$ cat config.mk
export PLATFORM = sky130hd
export DESIGN_NAME = register_pool_status_allocator_unit_flat
export DESIGN_NICKNAME = d
export VERILOG_FILES = /design/src/hw/rtl/rpsa_pkg.sv /design/src/hw/rtl/rpsa_intf.sv /design/src/hw/rtl/register_pool_status_allocator_unit.sv /design/src/flat_wrapper.sv
export SDC_FILE = /design/constraint.sdc
export NUM_CORES = 1
export LEC_CHECK = 0
export BUFFER_PORTS_ARGS = -buffer_cell sky130_fd_sc_hd__clkbuf_2
export CORE_MARGIN = 1
export CORE_UTILIZATION = 55
export CTS_CLUSTER_DIAMETER = 120
export DETAILED_ROUTE_END_ITERATION = 16
export PLACE_DENSITY = 0.75
export SETUP_SLACK_MARGIN = 0.5
export SLEW_MARGIN = 20
export SYNTH_ARGS = -nofsm -noshare
export SYNTH_HDL_FRONTEND = slang
export SYNTH_SLANG_ARGS = --single-unit
$ cat constraint.sdc
create_clock -name clk_i -period 6.5 [get_ports clk_i]
set_input_delay 1.95 -clock clk_i [delete_from_list [all_inputs] [get_ports clk_i]]
set_output_delay 1.95 -clock clk_i [all_outputs]
set_load 0.005 [all_outputs]
$ cat src/hw/rtl/rpsa_pkg.sv
// Package for the register pool status allocator.
// Holds the action, status and result codes, payload structs and reset constants.
// No dependencies.
package rpsa_pkg;

  typedef enum logic [2:0] {
    ACT_ALLOCATE = 3'd0,
    ACT_RESERVE  = 3'd1,
    ACT_MARK     = 3'd2,
    ACT_SET      = 3'd3,
    ACT_RESTORE  = 3'd4
  } action_e;

  typedef enum logic [1:0] {
    ST_UNUSED   = 2'd0,
    ST_RESERVED = 2'd1,
    ST_INUSE    = 2'd2,
    ST_BAD      = 2'd3
  } status_e;

  typedef enum logic [1:0] {
    RC_OK      = 2'd0,
    RC_INVALID = 2'd1,
    RC_FULL    = 2'd2
  } result_e;

  typedef enum logic {
    CFG_ENTRY_COUNT = 1'b0,
    CFG_DEFAULT_MAP = 1'b1
  } cfg_idx_e;

  localparam logic [4:0]  EntryCountRst = 5'd16;
  localparam logic [31:0] DefaultMapRst = 32'hA500_0000;
  localparam int          MapEntries    = 16;

  typedef struct packed {
    logic [2:0] action;
    logic [3:0] entry_index;
    logic [1:0] new_status;
  } req_t;

  typedef struct packed {
    logic [1:0] result_code;
    logic [3:0] granted_entry;
    logic [4:0] unused_count;
    logic [4:0] reserved_count;
    logic [4:0] inuse_count;
  } rsp_t;

endpackage

$ cat src/hw/rtl/rpsa_intf.sv
// Valid/ready channel interfaces for the register pool status allocator.
// Depends on rpsa_pkg for the request and response payload structs.
interface rpsa_req_if;
  import rpsa_pkg::*;
  logic valid;
  logic ready;
  req_t data;
  modport source(output valid, output data, input ready);
  modport sink(input valid, input data, output ready);
endinterface

interface rpsa_rsp_if;
  import rpsa_pkg::*;
  logic valid;
  logic ready;
  rsp_t data;
  modport source(output valid, output data, input ready);
  modport sink(input valid, input data, output ready);
endinterface

$ cat src/hw/rtl/register_pool_status_allocator_unit.sv
// Register pool status allocator: top level.
// Depends on rpsa_pkg and the channel interfaces in rpsa_intf.sv.
//
// Usage:
//   req_i carries one action per transaction (allocate, reserve, mark in
//   use, set status, restore defaults); rsp_o returns one result per
//   transaction with the result code, the granted entry and the status
//   counts after the action. cfg_we_i/cfg_idx_i/cfg_wdata_i write the entry
//   count (index 0) and the default status map (index 1) while idle.
//   The status table and the middle stage register are updated when a
//   request is accepted; the counts are tallied from the table into the
//   response register when the middle stage moves on. Throughput is one
//   transaction per cycle while the receiver keeps taking responses.
//   Reset loads every entry with its default from the reset map (code 3
//   reads as unused, entries at 16 and above are unused); the block is
//   ready right after reset.
//   When the receiver stalls, one response waits in the output register
//   and one more in the middle stage; req_i.ready then drops until the
//   output register drains.
module register_pool_status_allocator_unit #(
  parameter int POOL_ENTRIES = 16
) (
  input  logic                   clk_i,
  input  logic                   rst_ni,
  rpsa_req_if.sink               req_i,
  rpsa_rsp_if.source             rsp_o,
  input  logic                   cfg_we_i,
  input  rpsa_pkg::cfg_idx_e     cfg_idx_i,
  input  logic [31:0]            cfg_wdata_i
);
  import rpsa_pkg::*;

  localparam int CntBits = $clog2(POOL_ENTRIES + 1);
  localparam int NW      = (CntBits > 5) ? CntBits : 5;
  localparam logic [NW-1:0] PoolN = NW'(POOL_ENTRIES);

  logic [4:0]  entry_count_q;
  logic [31:0] map_q;
  status_e     status_q [POOL_ENTRIES];
  status_e     status_d [POOL_ENTRIES];

  logic        mid_valid_q;
  logic [1:0]  mid_rc_q;
  logic [3:0]  mid_grant_q;
  logic        rsp_valid_q;
  rsp_t        rsp_q;

  logic        out_free;
  logic        accept;

  logic [NW-1:0] ecnt_ext;
  logic [NW-1:0] n_present;
  logic [POOL_ENTRIES-1:0] present;
  logic [POOL_ENTRIES-1:0] sel;
  status_e     dflt [POOL_ENTRIES];
  status_e     cur;
  logic        in_range;
  logic        taken;
  logic        blocked;
  logic [1:0]  rc;
  logic [3:0]  grant;
  logic [4:0]  cnt_unused;
  logic [4:0]  cnt_reserved;
  logic [4:0]  cnt_inuse;

  assign out_free    = !rsp_valid_q || rsp_o.ready;
  assign req_i.ready = !mid_valid_q || out_free;
  assign accept      = req_i.valid && req_i.ready;
  assign rsp_o.valid = rsp_valid_q;
  assign rsp_o.data  = rsp_q;

  assign ecnt_ext  = NW'(entry_count_q);
  assign n_present = (ecnt_ext > PoolN) ? PoolN : ecnt_ext;
  assign in_range  = ({{(NW-4){1'b0}}, req_i.data.entry_index} < n_present);

  always_comb begin
    for (int i = 0; i < POOL_ENTRIES; i++) begin
      present[i] = (NW'(i) < n_present);
      sel[i]     = (int'(req_i.data.entry_index) == i);
      if (i < MapEntries) begin
        dflt[i] = status_e'(map_q[(2*i)%32 +: 2]);
      end else begin
        dflt[i] = ST_UNUSED;
      end
    end
  end

  always_comb begin
    cur = ST_UNUSED;
    for (int i = 0; i < POOL_ENTRIES; i++) begin
      if (sel[i]) begin
        cur = status_q[i];
      end
    end
  end

  // next table state and result code for the request on the channel
  always_comb begin
    rc      = RC_OK;
    grant   = '0;
    taken   = 1'b0;
    blocked = 1'b0;
    for (int i = 0; i < POOL_ENTRIES; i++) begin
      status_d[i] = status_q[i];
    end
    case (req_i.data.action)
      ACT_ALLOCATE: begin
        for (int i = 0; i < POOL_ENTRIES; i++) begin
          if (present[i] && status_q[i] == ST_UNUSED && !taken) begin
            status_d[i] = ST_INUSE;
            grant       = 4'(i);
            taken       = 1'b1;
          end
        end
        rc = taken ? RC_OK : RC_FULL;
      end
      ACT_RESERVE, ACT_MARK: begin
        if (!in_range) begin
          rc = RC_INVALID;
        end else if (cur == ST_INUSE) begin
          rc = RC_FULL;
        end else begin
          for (int i = 0; i < POOL_ENTRIES; i++) begin
            if (sel[i]) begin
              status_d[i] = (req_i.data.action == ACT_RESERVE) ? ST_RESERVED : ST_INUSE;
            end
          end
        end
      end
      ACT_SET: begin
        if (!in_range || req_i.data.new_status == ST_BAD) begin
          rc = RC_INVALID;
        end else begin
          for (int i = 0; i < POOL_ENTRIES; i++) begin
            if (sel[i]) begin
              status_d[i] = status_e'(req_i.data.new_status);
            end
          end
        end
      end
      ACT_RESTORE: begin
        // stop at the first present entry with a bad default code
        for (int i = 0; i < POOL_ENTRIES; i++) begin
          if (present[i] && !blocked) begin
            if (dflt[i] == ST_BAD) begin
              blocked = 1'b1;
            end else begin
              status_d[i] = dflt[i];
            end
          end
        end
        rc = blocked ? RC_INVALID : RC_OK;
      end
      default: begin
        rc = RC_INVALID;
      end
    endcase
  end

  // tally of the table as it stands after the item in the middle stage
  always_comb begin
    cnt_unused   = '0;
    cnt_reserved = '0;
    cnt_inuse    = '0;
    for (int i = 0; i < POOL_ENTRIES; i++) begin
      cnt_unused   = cnt_unused   + {4'd0, status_q[i] == ST_UNUSED};
      cnt_reserved = cnt_reserved + {4'd0, status_q[i] == ST_RESERVED};
      cnt_inuse    = cnt_inuse    + {4'd0, status_q[i] == ST_INUSE};
    end
  end

  always_ff @(posedge clk_i or negedge rst_ni) begin
    if (!rst_ni) begin
      entry_count_q <= EntryCountRst;
      map_q         <= DefaultMapRst;
      for (int i = 0; i < POOL_ENTRIES; i++) begin
        if (i < MapEntries && DefaultMapRst[(2*i)%32 +: 2] != ST_BAD) begin
          status_q[i] <= status_e'(DefaultMapRst[(2*i)%32 +: 2]);
        end else begin
          status_q[i] <= ST_UNUSED;
        end
      end
    end else begin
      if (cfg_we_i) begin
        case (cfg_idx_i)
          CFG_ENTRY_COUNT: entry_count_q <= cfg_wdata_i[4:0];
          CFG_DEFAULT_MAP: map_q         <= cfg_wdata_i;
          default: ;
        endcase
      end
      if (accept) begin
        for (int i = 0; i < POOL_ENTRIES; i++) begin
          status_q[i] <= status_d[i];
        end
      end
    end
  end

  always_ff @(posedge clk_i or negedge rst_ni) begin
    if (!rst_ni) begin
      mid_valid_q <= 1'b0;
      rsp_valid_q <= 1'b0;
    end else begin
      if (req_i.ready) begin
        mid_valid_q <= req_i.valid;
      end
      if (out_free) begin
        rsp_valid_q <= mid_valid_q;
      end
    end
  end

  always_ff @(posedge clk_i) begin
    if (accept) begin
      mid_rc_q    <= rc;
      mid_grant_q <= grant;
    end
    if (out_free && mid_valid_q) begin
      rsp_q.result_code    <= mid_rc_q;
      rsp_q.granted_entry  <= mid_grant_q;
      rsp_q.unused_count   <= cnt_unused;
      rsp_q.reserved_count <= cnt_reserved;
      rsp_q.inuse_count    <= cnt_inuse;
    end
  end

endmodule

$ cat src/flat_wrapper.sv
// flat-port wrapper written by rule: the top's interface ports become plain ports
module register_pool_status_allocator_unit_flat import rpsa_pkg::*;
#(
  parameter int POOL_ENTRIES = 16
)
  (clk_i, rst_ni, cfg_we_i, cfg_idx_i, cfg_wdata_i, req_i_valid, req_i_data, req_i_ready, rsp_o_valid, rsp_o_data, rsp_o_ready);
  rpsa_req_if req_i_i ();
  rpsa_rsp_if rsp_o_i ();
  input  logic clk_i;
  input  logic rst_ni;
  input  logic cfg_we_i;
  input  rpsa_pkg::cfg_idx_e cfg_idx_i;
  input  logic [31:0] cfg_wdata_i;
  input wire logic [$bits(req_i_i.valid)-1:0] req_i_valid;
  input wire logic [$bits(req_i_i.data)-1:0] req_i_data;
  output wire logic [$bits(req_i_i.ready)-1:0] req_i_ready;
  output wire logic [$bits(rsp_o_i.valid)-1:0] rsp_o_valid;
  output wire logic [$bits(rsp_o_i.data)-1:0] rsp_o_data;
  input wire logic [$bits(rsp_o_i.ready)-1:0] rsp_o_ready;
  assign req_i_i.valid = req_i_valid;
  assign req_i_i.data = req_i_data;
  assign req_i_ready = req_i_i.ready;
  assign rsp_o_valid = rsp_o_i.valid;
  assign rsp_o_data = rsp_o_i.data;
  assign rsp_o_i.ready = rsp_o_ready;
  register_pool_status_allocator_unit #(.POOL_ENTRIES(POOL_ENTRIES)) u_core (.clk_i(clk_i), .rst_ni(rst_ni), .req_i(req_i_i), .rsp_o(rsp_o_i), .cfg_we_i(cfg_we_i), .cfg_idx_i(cfg_idx_i), .cfg_wdata_i(cfg_wdata_i));
endmodule
==> flow_metrics.env, run 1 <==
export IMPL_synth_top_area_share_pct=22.50
export IMPL_grt_max_degree=38
export IMPL_required_ps=6780
export IMPL_place_hpwl_microns=16540
export IMPL_synthMuxAreaShare_pct=11.00
export IMPL_setup_tns_ps=0
export IMPL_synth_main_ff_cell="dfrtp_1"
export IMPL_syn_instance_count=722
export IMPL_overflow=0
export IMPL_syn_area_per_cell_sq_um=9.549
export IMPL_drtAntennaViolNets=0
export IMPL_post_cts_resized=0
export IMPL_synth_top_family_by_area="compound AO/OA/AOI/OAI gates"
export IMPL_min_period_ps=4619
export IMPL_leakage_nw=3.317
export IMPL_antenna_cells=0
export IMPL_fin_hold_ws_ps=418.6
export IMPL_synthMostInstantiatedCell="a21oi_1"
export IMPL_num_vias=6009
export IMPL_power_density_mw_per_mm2=559.2
export IMPL_skew_ps=13.91
export IMPL_start_util_pct=56.92
export IMPL_fillers=1059
export IMPL_finalSetupViolations=0
export IMPL_clk_pin_slew_ps=70
export IMPL_area_growth_pct=11.02
export IMPL_drive_gt1_share_pct=20.85
export IMPL_synthTopCellsByArea="dfrtp_1 23%, edfxtp_1 12%, fa_1 8.7%"
export IMPL_ctsHoldBuffers=0
export IMPL_die_height_microns=114.0
export IMPL_min_period_over_period_pct=71.06
export IMPL_wire_per_inst_microns=22.52
export IMPL_drc=0
export IMPL_end_kind="flip-flop"
export IMPL_cp_max_fo=22
export IMPL_tightest_slew_ps=1108
export IMPL_io_buffers=69
export IMPL_routed_wl_microns=21280
export IMPL_synth_cell_area_sq_mm=0.006894
export IMPL_io_pins=70
export IMPL_drv_cap=0
export IMPL_synth_seq_area_share_pct=37.70
export IMPL_antenna_found_initial=0
export IMPL_cts_buffers=9
export IMPL_synth_edf_count=27
export IMPL_status="completed"
export IMPL_arrival_ps=4900
export IMPL_drtPass1Iterations=7
export IMPL_syn_nets=817
export IMPL_start_kind="primary input"
export IMPL_yosysTopAreaCell="dfrtp_1"
export IMPL_yosys_area_share_xor_xnor_pct=1.016
export IMPL_ir_worst_vdd_uv=439.0
export IMPL_std_cell_rows=40
export IMPL_cts_tree="built"
export IMPL_h_tree_depth=3
export IMPL_cts_root_buf="clkbuf_16"
export IMPL_ys_async_sr_fraction_pct=72.45
export IMPL_place_congestion=1.014
export IMPL_yosys_area_share_simple_pct=15.92
export IMPL_via_per_inst=6.359
export IMPL_grt_pass1_vias=5821
export IMPL_hp_class="flip-flop to flip-flop"
export IMPL_synth_seq_cells=98
export IMPL_core_region_area_sq_mm=0.01211
export IMPL_slew_viol_final=0
export IMPL_clock_path_buffers=2
export IMPL_die_area_sq_mm=0.01299
export IMPL_grtUsageTotal_pct=34.84
export IMPL_fmax_mhz=216.5
export IMPL_drt_iter0_drc=651
export IMPL_hold_viol_final=0
export IMPL_yosys_warnings=0
export IMPL_grt_pass1_wl_microns=33120
export IMPL_yosysUniqueCellTypes=72
export IMPL_synthAdderAreaFrac_pct=11.98
export IMPL_num_nets_final=867
export IMPL_rsz0062_at_grt="no"
export IMPL_cts_sink_count=98
export IMPL_worstSkewPairLatency_ps=370
export IMPL_cts_setup_buffers=0
export IMPL_die_x_microns=114.0
export IMPL_yosys_top_cells_count="76 x a21oi_1, 65 x inv_1, 62 x dfrtp_1, 55 x nor2_1, 52 x nand2_1"
export IMPL_crit_type="primary input to flip-flop"
export IMPL_synth_compound_area_share_pct=16.88
export IMPL_relSlewSlack_pct=25.92
==> logic make-up after synthesis <==
| family | count (synthesis) |
|---|---|
| xor gates and xnor gates | 8 |
| DFF | 98 |
| buffers and inverters | 100 |
| AOI/OAI and AO/OA | 186 |
| and+or+nand+nor | 211 |
| adders and majority gates | 48 |
| muxes | 71 |
==> report_power, final <==
group          leakage (nW)  switching [W]  internal, W
Clock                 0.145       0.000259     0.000279
Combinational          2.09        0.00147      0.00112
Sequential             1.08       0.000179     0.000973
Total                  3.32        0.00191      0.00237
==> worst paths after layout <==
path | from | end | slack (ps) | depth (start not counted)
worst max-delay path | req_i_data[3] | u_core.status_q[25]$_DFFE_PN0P_ | 1880 | 9
worst min-delay path | u_core.mid_grant_q[1]$_SDFFCE_PP0P_ | u_core.rsp_o.data[16]$_DFFE_PP_ | 420 | 0
worst max register to register | u_core.status_q[29]$_DFFE_PN0P_ | u_core.rsp_o.data[4]$_DFFE_PP_ | 1970 | 13
worst min register to register | u_core.mid_grant_q[1]$_SDFFCE_PP0P_ | u_core.rsp_o.data[16]$_DFFE_PP_ | 420 | 0
max in group asynchronous | rst_ni | u_core.ecnt_ext[4]$_DFFE_PN1P_ | 3760 | 2
min in group asynchronous | rst_ni | u_core.status_q[7]$_DFFE_PN0P_ | 1730 | 1
==> cell usage in the layout, fill, tap and decap left out, types with 6 or more instances in the layout <==
cell / n
or2_2: 12
nor3_1: 12
clkbuf_2: 68
nand2_1: 52
dfstp_2: 9
inv_1: 65
nor4_1: 10
a31oi_1: 6
ha_1: 18
nand2b_1: 9
a211oi_1: 6
clkbuf_16: 9
a21o_1: 6
nor2b_1: 9
mux2i_1: 33
edfxtp_1: 27
a21oi_1: 76
dfrtp_1: 62
nand3_1: 13
fa_1: 30
o21ai_0: 33
nor2_1: 55
mux2_2: 37
==> per-layer routing <==
layer,up-vias,track usage (%),routed length (microns)
met5,-,0,0
met4,0,17.58,978
met3,65,6.589,1953
met2,358,51.72,9419
met1,2908,48.90,8929
li1,2678,-,-
==> through the flow <==
step	area [sq um]	utilization [%]	instances	power (W)	worst slack, ps
2_1_floorplan	6894	-	722	0.003028	2285
3_3_place_gp	7358	60.75	929	0.003604	1732
3_5_place_dp	7358	60.75	929	0.003741	1602
4_1_cts	7654	63.19	945	0.004292	1951
5_1_grt	7654	63.19	945	0.004689	1700
6_report	7654	63.19	945	0.004280	1881
==> cell type report <==
class / count / area (sq um) / share of cell area [%]
clock inverter: 6 / 56.30 / 0.7357
multi-input combinational: 524 / 3923 / 51.25
tap: 168 / 210.2 / 2.746
clock buffer: 10 / 239.0 / 3.122
inverter: 65 / 244.0 / 3.188
sequential: 98 / 2599 / 33.95
timing repair buffer: 74 / 382.9 / 5.002
==> critical path, stage by stage <==
cell      delay [ps]
clkbuf_2         370
nor2b_1          480
a22o_1           200
a211oi_1          90
o22ai_1          140
o211ai_1         170
a211oi_4         960
or4_1            310
mux2i_1          210
==> state kept, by name, summed over array words and instances, names as in the netlist <==
name and flops:
u_core.mid_grant_q 4, u_core.rsp_o.valid 1, u_core.status_q 32, u_core.ecnt_ext 5
u_core.mid_valid_q 1, u_core.map_q 32, u_core.rsp_o.data 21, u_core.mid_rc_q 2
Power figures use the tool's default switching activity.
==> run 2: changes to the inputs <==
ABC_AREA = 1   (was default)
clock period = 4.83 ns   (was 6.5 ns; I/O delays follow)
==> run 2 against run 1 <==
  * Synthesized cell count is 23% higher
  * Flip-flop and latch count stayed put
  * Sequential power is 30% higher
  * Clock skew is 6.5 ps lower
  * Final cell count is 20% higher
  * Die area is 0.46% lower
  * First-iteration DRC count is 4.6% lower
  * Hold slack better by 3.3 ps
  * Global-route usage is 3.6 points lower
  * Count of clock-buffer cells in the layout is 1 higher
  * Utilization is 1.2 points higher
  * Largest cell class unchanged
  * Largest power group unchanged
==> flow_metrics.env, run 2 <==
export IMPL_post_route_util_pct=64.40
export IMPL_arrival_ps=4320
export IMPL_synth_seq_area_share_pct=37.87
export IMPL_drive_gt1_share_pct=15.63
export IMPL_synth_seq_cells=98
export IMPL_grt_pass1_vias=5858
export IMPL_ctsHoldBuffers=0
export IMPL_final_common_cell="nand2_1"
export IMPL_grt_pass1_wl_microns=30200
export IMPL_power_density_mw_per_mm2=742.1
export IMPL_fin_hold_ws_ps=421.8
export IMPL_cp_top_family="adder cells"
export IMPL_std_cell_rows=40
export IMPL_io_buffers=69
export IMPL_critical_path_slowest_cell="fa_1"
export IMPL_drtPass1Iterations=5
export IMPL_io_pins=70
export IMPL_rsz0062_at_grt="yes"
export IMPL_clock_path_buffers=2
export IMPL_crit_top_cell="fa_1"
export IMPL_synth_compound_area_share_pct=11.16
export IMPL_cts_buffers=9
export IMPL_h_tree_depth=3
export IMPL_crit_type="flip-flop to flip-flop"
export IMPL_setup_tns_ps=0
export IMPL_grtUsageTotal_pct=31.28
export IMPL_grt_max_degree=52
export IMPL_yosys_area_share_xor_xnor_pct=0.7659
export IMPL_synthMuxAreaShare_pct=2.133
export IMPL_num_nets_final=1056
export IMPL_start_util_pct=56.89
export IMPL_synthMostInstantiatedCell="nand2_1"
export IMPL_leakage_nw=3.936
export IMPL_synth_main_ff_cell="dfrtp_1"
export IMPL_crit_cells=11
export IMPL_die_height_microns=113.7
export IMPL_fmax_mhz=237.1
export IMPL_ir_worst_vdd_uv=443.2
export IMPL_status="completed"
export IMPL_cp_max_fo=5
export IMPL_crit_buf_inv=2
export IMPL_ys_async_sr_fraction_pct=72.45
export IMPL_place_hpwl_microns=14890
export IMPL_path_cells="nor2_2 -> ha_1 -> inv_1 -> fa_1 -> fa_1 -> fa_1 -> fa_1 -> inv_1 -> fa_1 -> fa_1 -> xor2_1"
export IMPL_slew_viol_final=0
export IMPL_via_per_inst=5.461
export IMPL_syn_area_per_cell_sq_um=7.727
export IMPL_hp_class="flip-flop to flip-flop"
export IMPL_relSlewSlack_pct=40.99
export IMPL_end_kind="flip-flop"
export IMPL_antenna_found_initial=0
export IMPL_hold_path_depth=0
export IMPL_yosys_area_share_simple_pct=26.50
export IMPL_num_vias=6193
export IMPL_reg2reg_depth=11
export IMPL_synthTopCellsByArea="dfrtp_1 23%, edfxtp_1 12%, nand2_1 12%"
export IMPL_drv_cap=0
export IMPL_synth_top_area_share_pct=22.61
export IMPL_die_x_microns=113.7
export IMPL_drtAntennaViolNets=0
export IMPL_min_period_over_period_pct=87.31
export IMPL_syn_instance_count=888
export IMPL_synthAdderAreaFrac_pct=12.04
export IMPL_synth_cell_area_sq_mm=0.006862
export IMPL_start_kind="flip-flop"
export IMPL_skew_ps=7.438
export IMPL_yosys_warnings=0
export IMPL_antenna_cells=0
export IMPL_drt_iter0_drc=621
export IMPL_layout_common_cells="214 x nand2_1, 152 x inv_1, 95 x nor2_1"
export IMPL_place_congestion=1.041
export IMPL_overflow=0
export IMPL_core_region_area_sq_mm=0.01206
export IMPL_yosysUniqueCellTypes=46
export IMPL_yosys_top_cells_count="215 x nand2_1, 152 x inv_1, 97 x nor2_1, 62 x dfrtp_1, 50 x a21oi_1"
export IMPL_wire_per_inst_microns=16.56
export IMPL_min_period_ps=4217
export IMPL_cts_root_buf="clkbuf_16"
export IMPL_syn_nets=983
export IMPL_synth_edf_count=27
export IMPL_yosysTopAreaCell="dfrtp_1"
export IMPL_clk_pin_slew_ps=70
export IMPL_cts_sink_count=98
export IMPL_cts_tree="built"
export IMPL_hold_viol_final=0
export IMPL_drc=0
export IMPL_finalSetupViolations=0
export IMPL_critPathMaxStageDelay_ps=550
export IMPL_tightest_slew_ps=882.1
export IMPL_synth_top_family_by_area="simple AND/OR/NAND/NOR gates"
export IMPL_worstSkewPairLatency_ps=360
export IMPL_area_growth_pct=13.20
export IMPL_die_area_sq_mm=0.01293
export IMPL_required_ps=4940
export IMPL_routed_wl_microns=18780
==> run 2: changes by cell type after synthesis, moves of 10 or more <==
cell	delta
nand2_1	+163
inv_1	+87
nor2_1	+42
nand3_1	+35
mux2i_1	-33
a21oi_1	-26
mux2_2	-24
clkbuf_1	-15
o21ai_0	+14
nand4_1	+10
==> run 2: kinds of logic (layout without fill, tap and decap cells) <==
group           after synthesis  count (layout)
simple gates                417             417
buf+inv                     170             248
compound gates              136             136
flops                        98              98
fa+ha+maj                    48              48
mux                          13              13
xor+xnor                      6               6
==> run 2: final cells by class <==
class                   count  area [sq um]
clock inverters             5         57.56
inverters                 152         570.5
clock buffers              11         264.0
multi-input cells         620          3637
well taps                 168         210.2
repair buffers             80         427.9
flip-flops and latches     98          2600
fillers                  1077          4294
==> run 2: what timing repair did <==
| action | CTS | global route |
|---|---|---|
| pin swaps | 0 | 5 |
| endpoints found under the setup margin | 4 | 8 |
| setup buffers | 2 | 2 |
| resized for setup | 1 | 5 |
==> run 2: worst paths after layout <==
kind	from	slack, ps	endpoint
max reg2reg	u_core.status_q[31]$_DFFE_PN0P_	610	u_core.rsp_o.data[12]$_DFFE_PP_
max	u_core.status_q[31]$_DFFE_PN0P_	610	u_core.rsp_o.data[12]$_DFFE_PP_
max in group asynchronous	rst_ni	2670	u_core.status_q[4]$_DFFE_PN1P_
min reg2reg	u_core.mid_grant_q[2]$_SDFFCE_PP0P_	420	u_core.rsp_o.data[17]$_DFFE_PP_
min in group asynchronous	rst_ni	1140	u_core.map_q[5]$_DFFE_PN0P_
min	u_core.mid_grant_q[2]$_SDFFCE_PP0P_	420	u_core.rsp_o.data[17]$_DFFE_PP_
==> run 2: worst reg2reg max path, stage by stage, from the launching register on <==
cell and delay (ps):
dfrtp_2 440, nor2_2 230, ha_1 270, inv_1 70, fa_1 440, fa_1 550
fa_1 440, fa_1 500, inv_1 50, fa_1 410, fa_1 430, xor2_1 150
==> run 2: per-stage QoR <==
stage / power [W] / setup slack [ps] / cell area [sq um] / instances
2_1_floorplan: 0.004081 / 691.2 / 6862 / 888
3_3_place_gp: 0.004820 / 524.2 / 7395 / 1114
3_5_place_dp: 0.004958 / 477.1 / 7395 / 1114
4_1_cts: 0.005749 / 513.6 / 7734 / 1132
5_1_grt: 0.006414 / 441.0 / 7767 / 1134
6_report: 0.005764 / 612.9 / 7767 / 1134
==> run 2: report_power, final <==
group	internal (W)	switching, W
clock	0.000449	0.000314
sequential	0.00133	0.000179
combinational	0.00145	0.00205
total	0.00322	0.00254
==> run 2: layer usage <==
layer | global-route usage, % | routed length, microns | up-vias
met3 | 5.101 | 1557 | 60
li1 | - | - | 3004
met1 | 42.43 | 8160 | 2823
met5 | 0 | 0 | -
met4 | 17.72 | 900 | 0
met2 | 47.89 | 8159 | 306
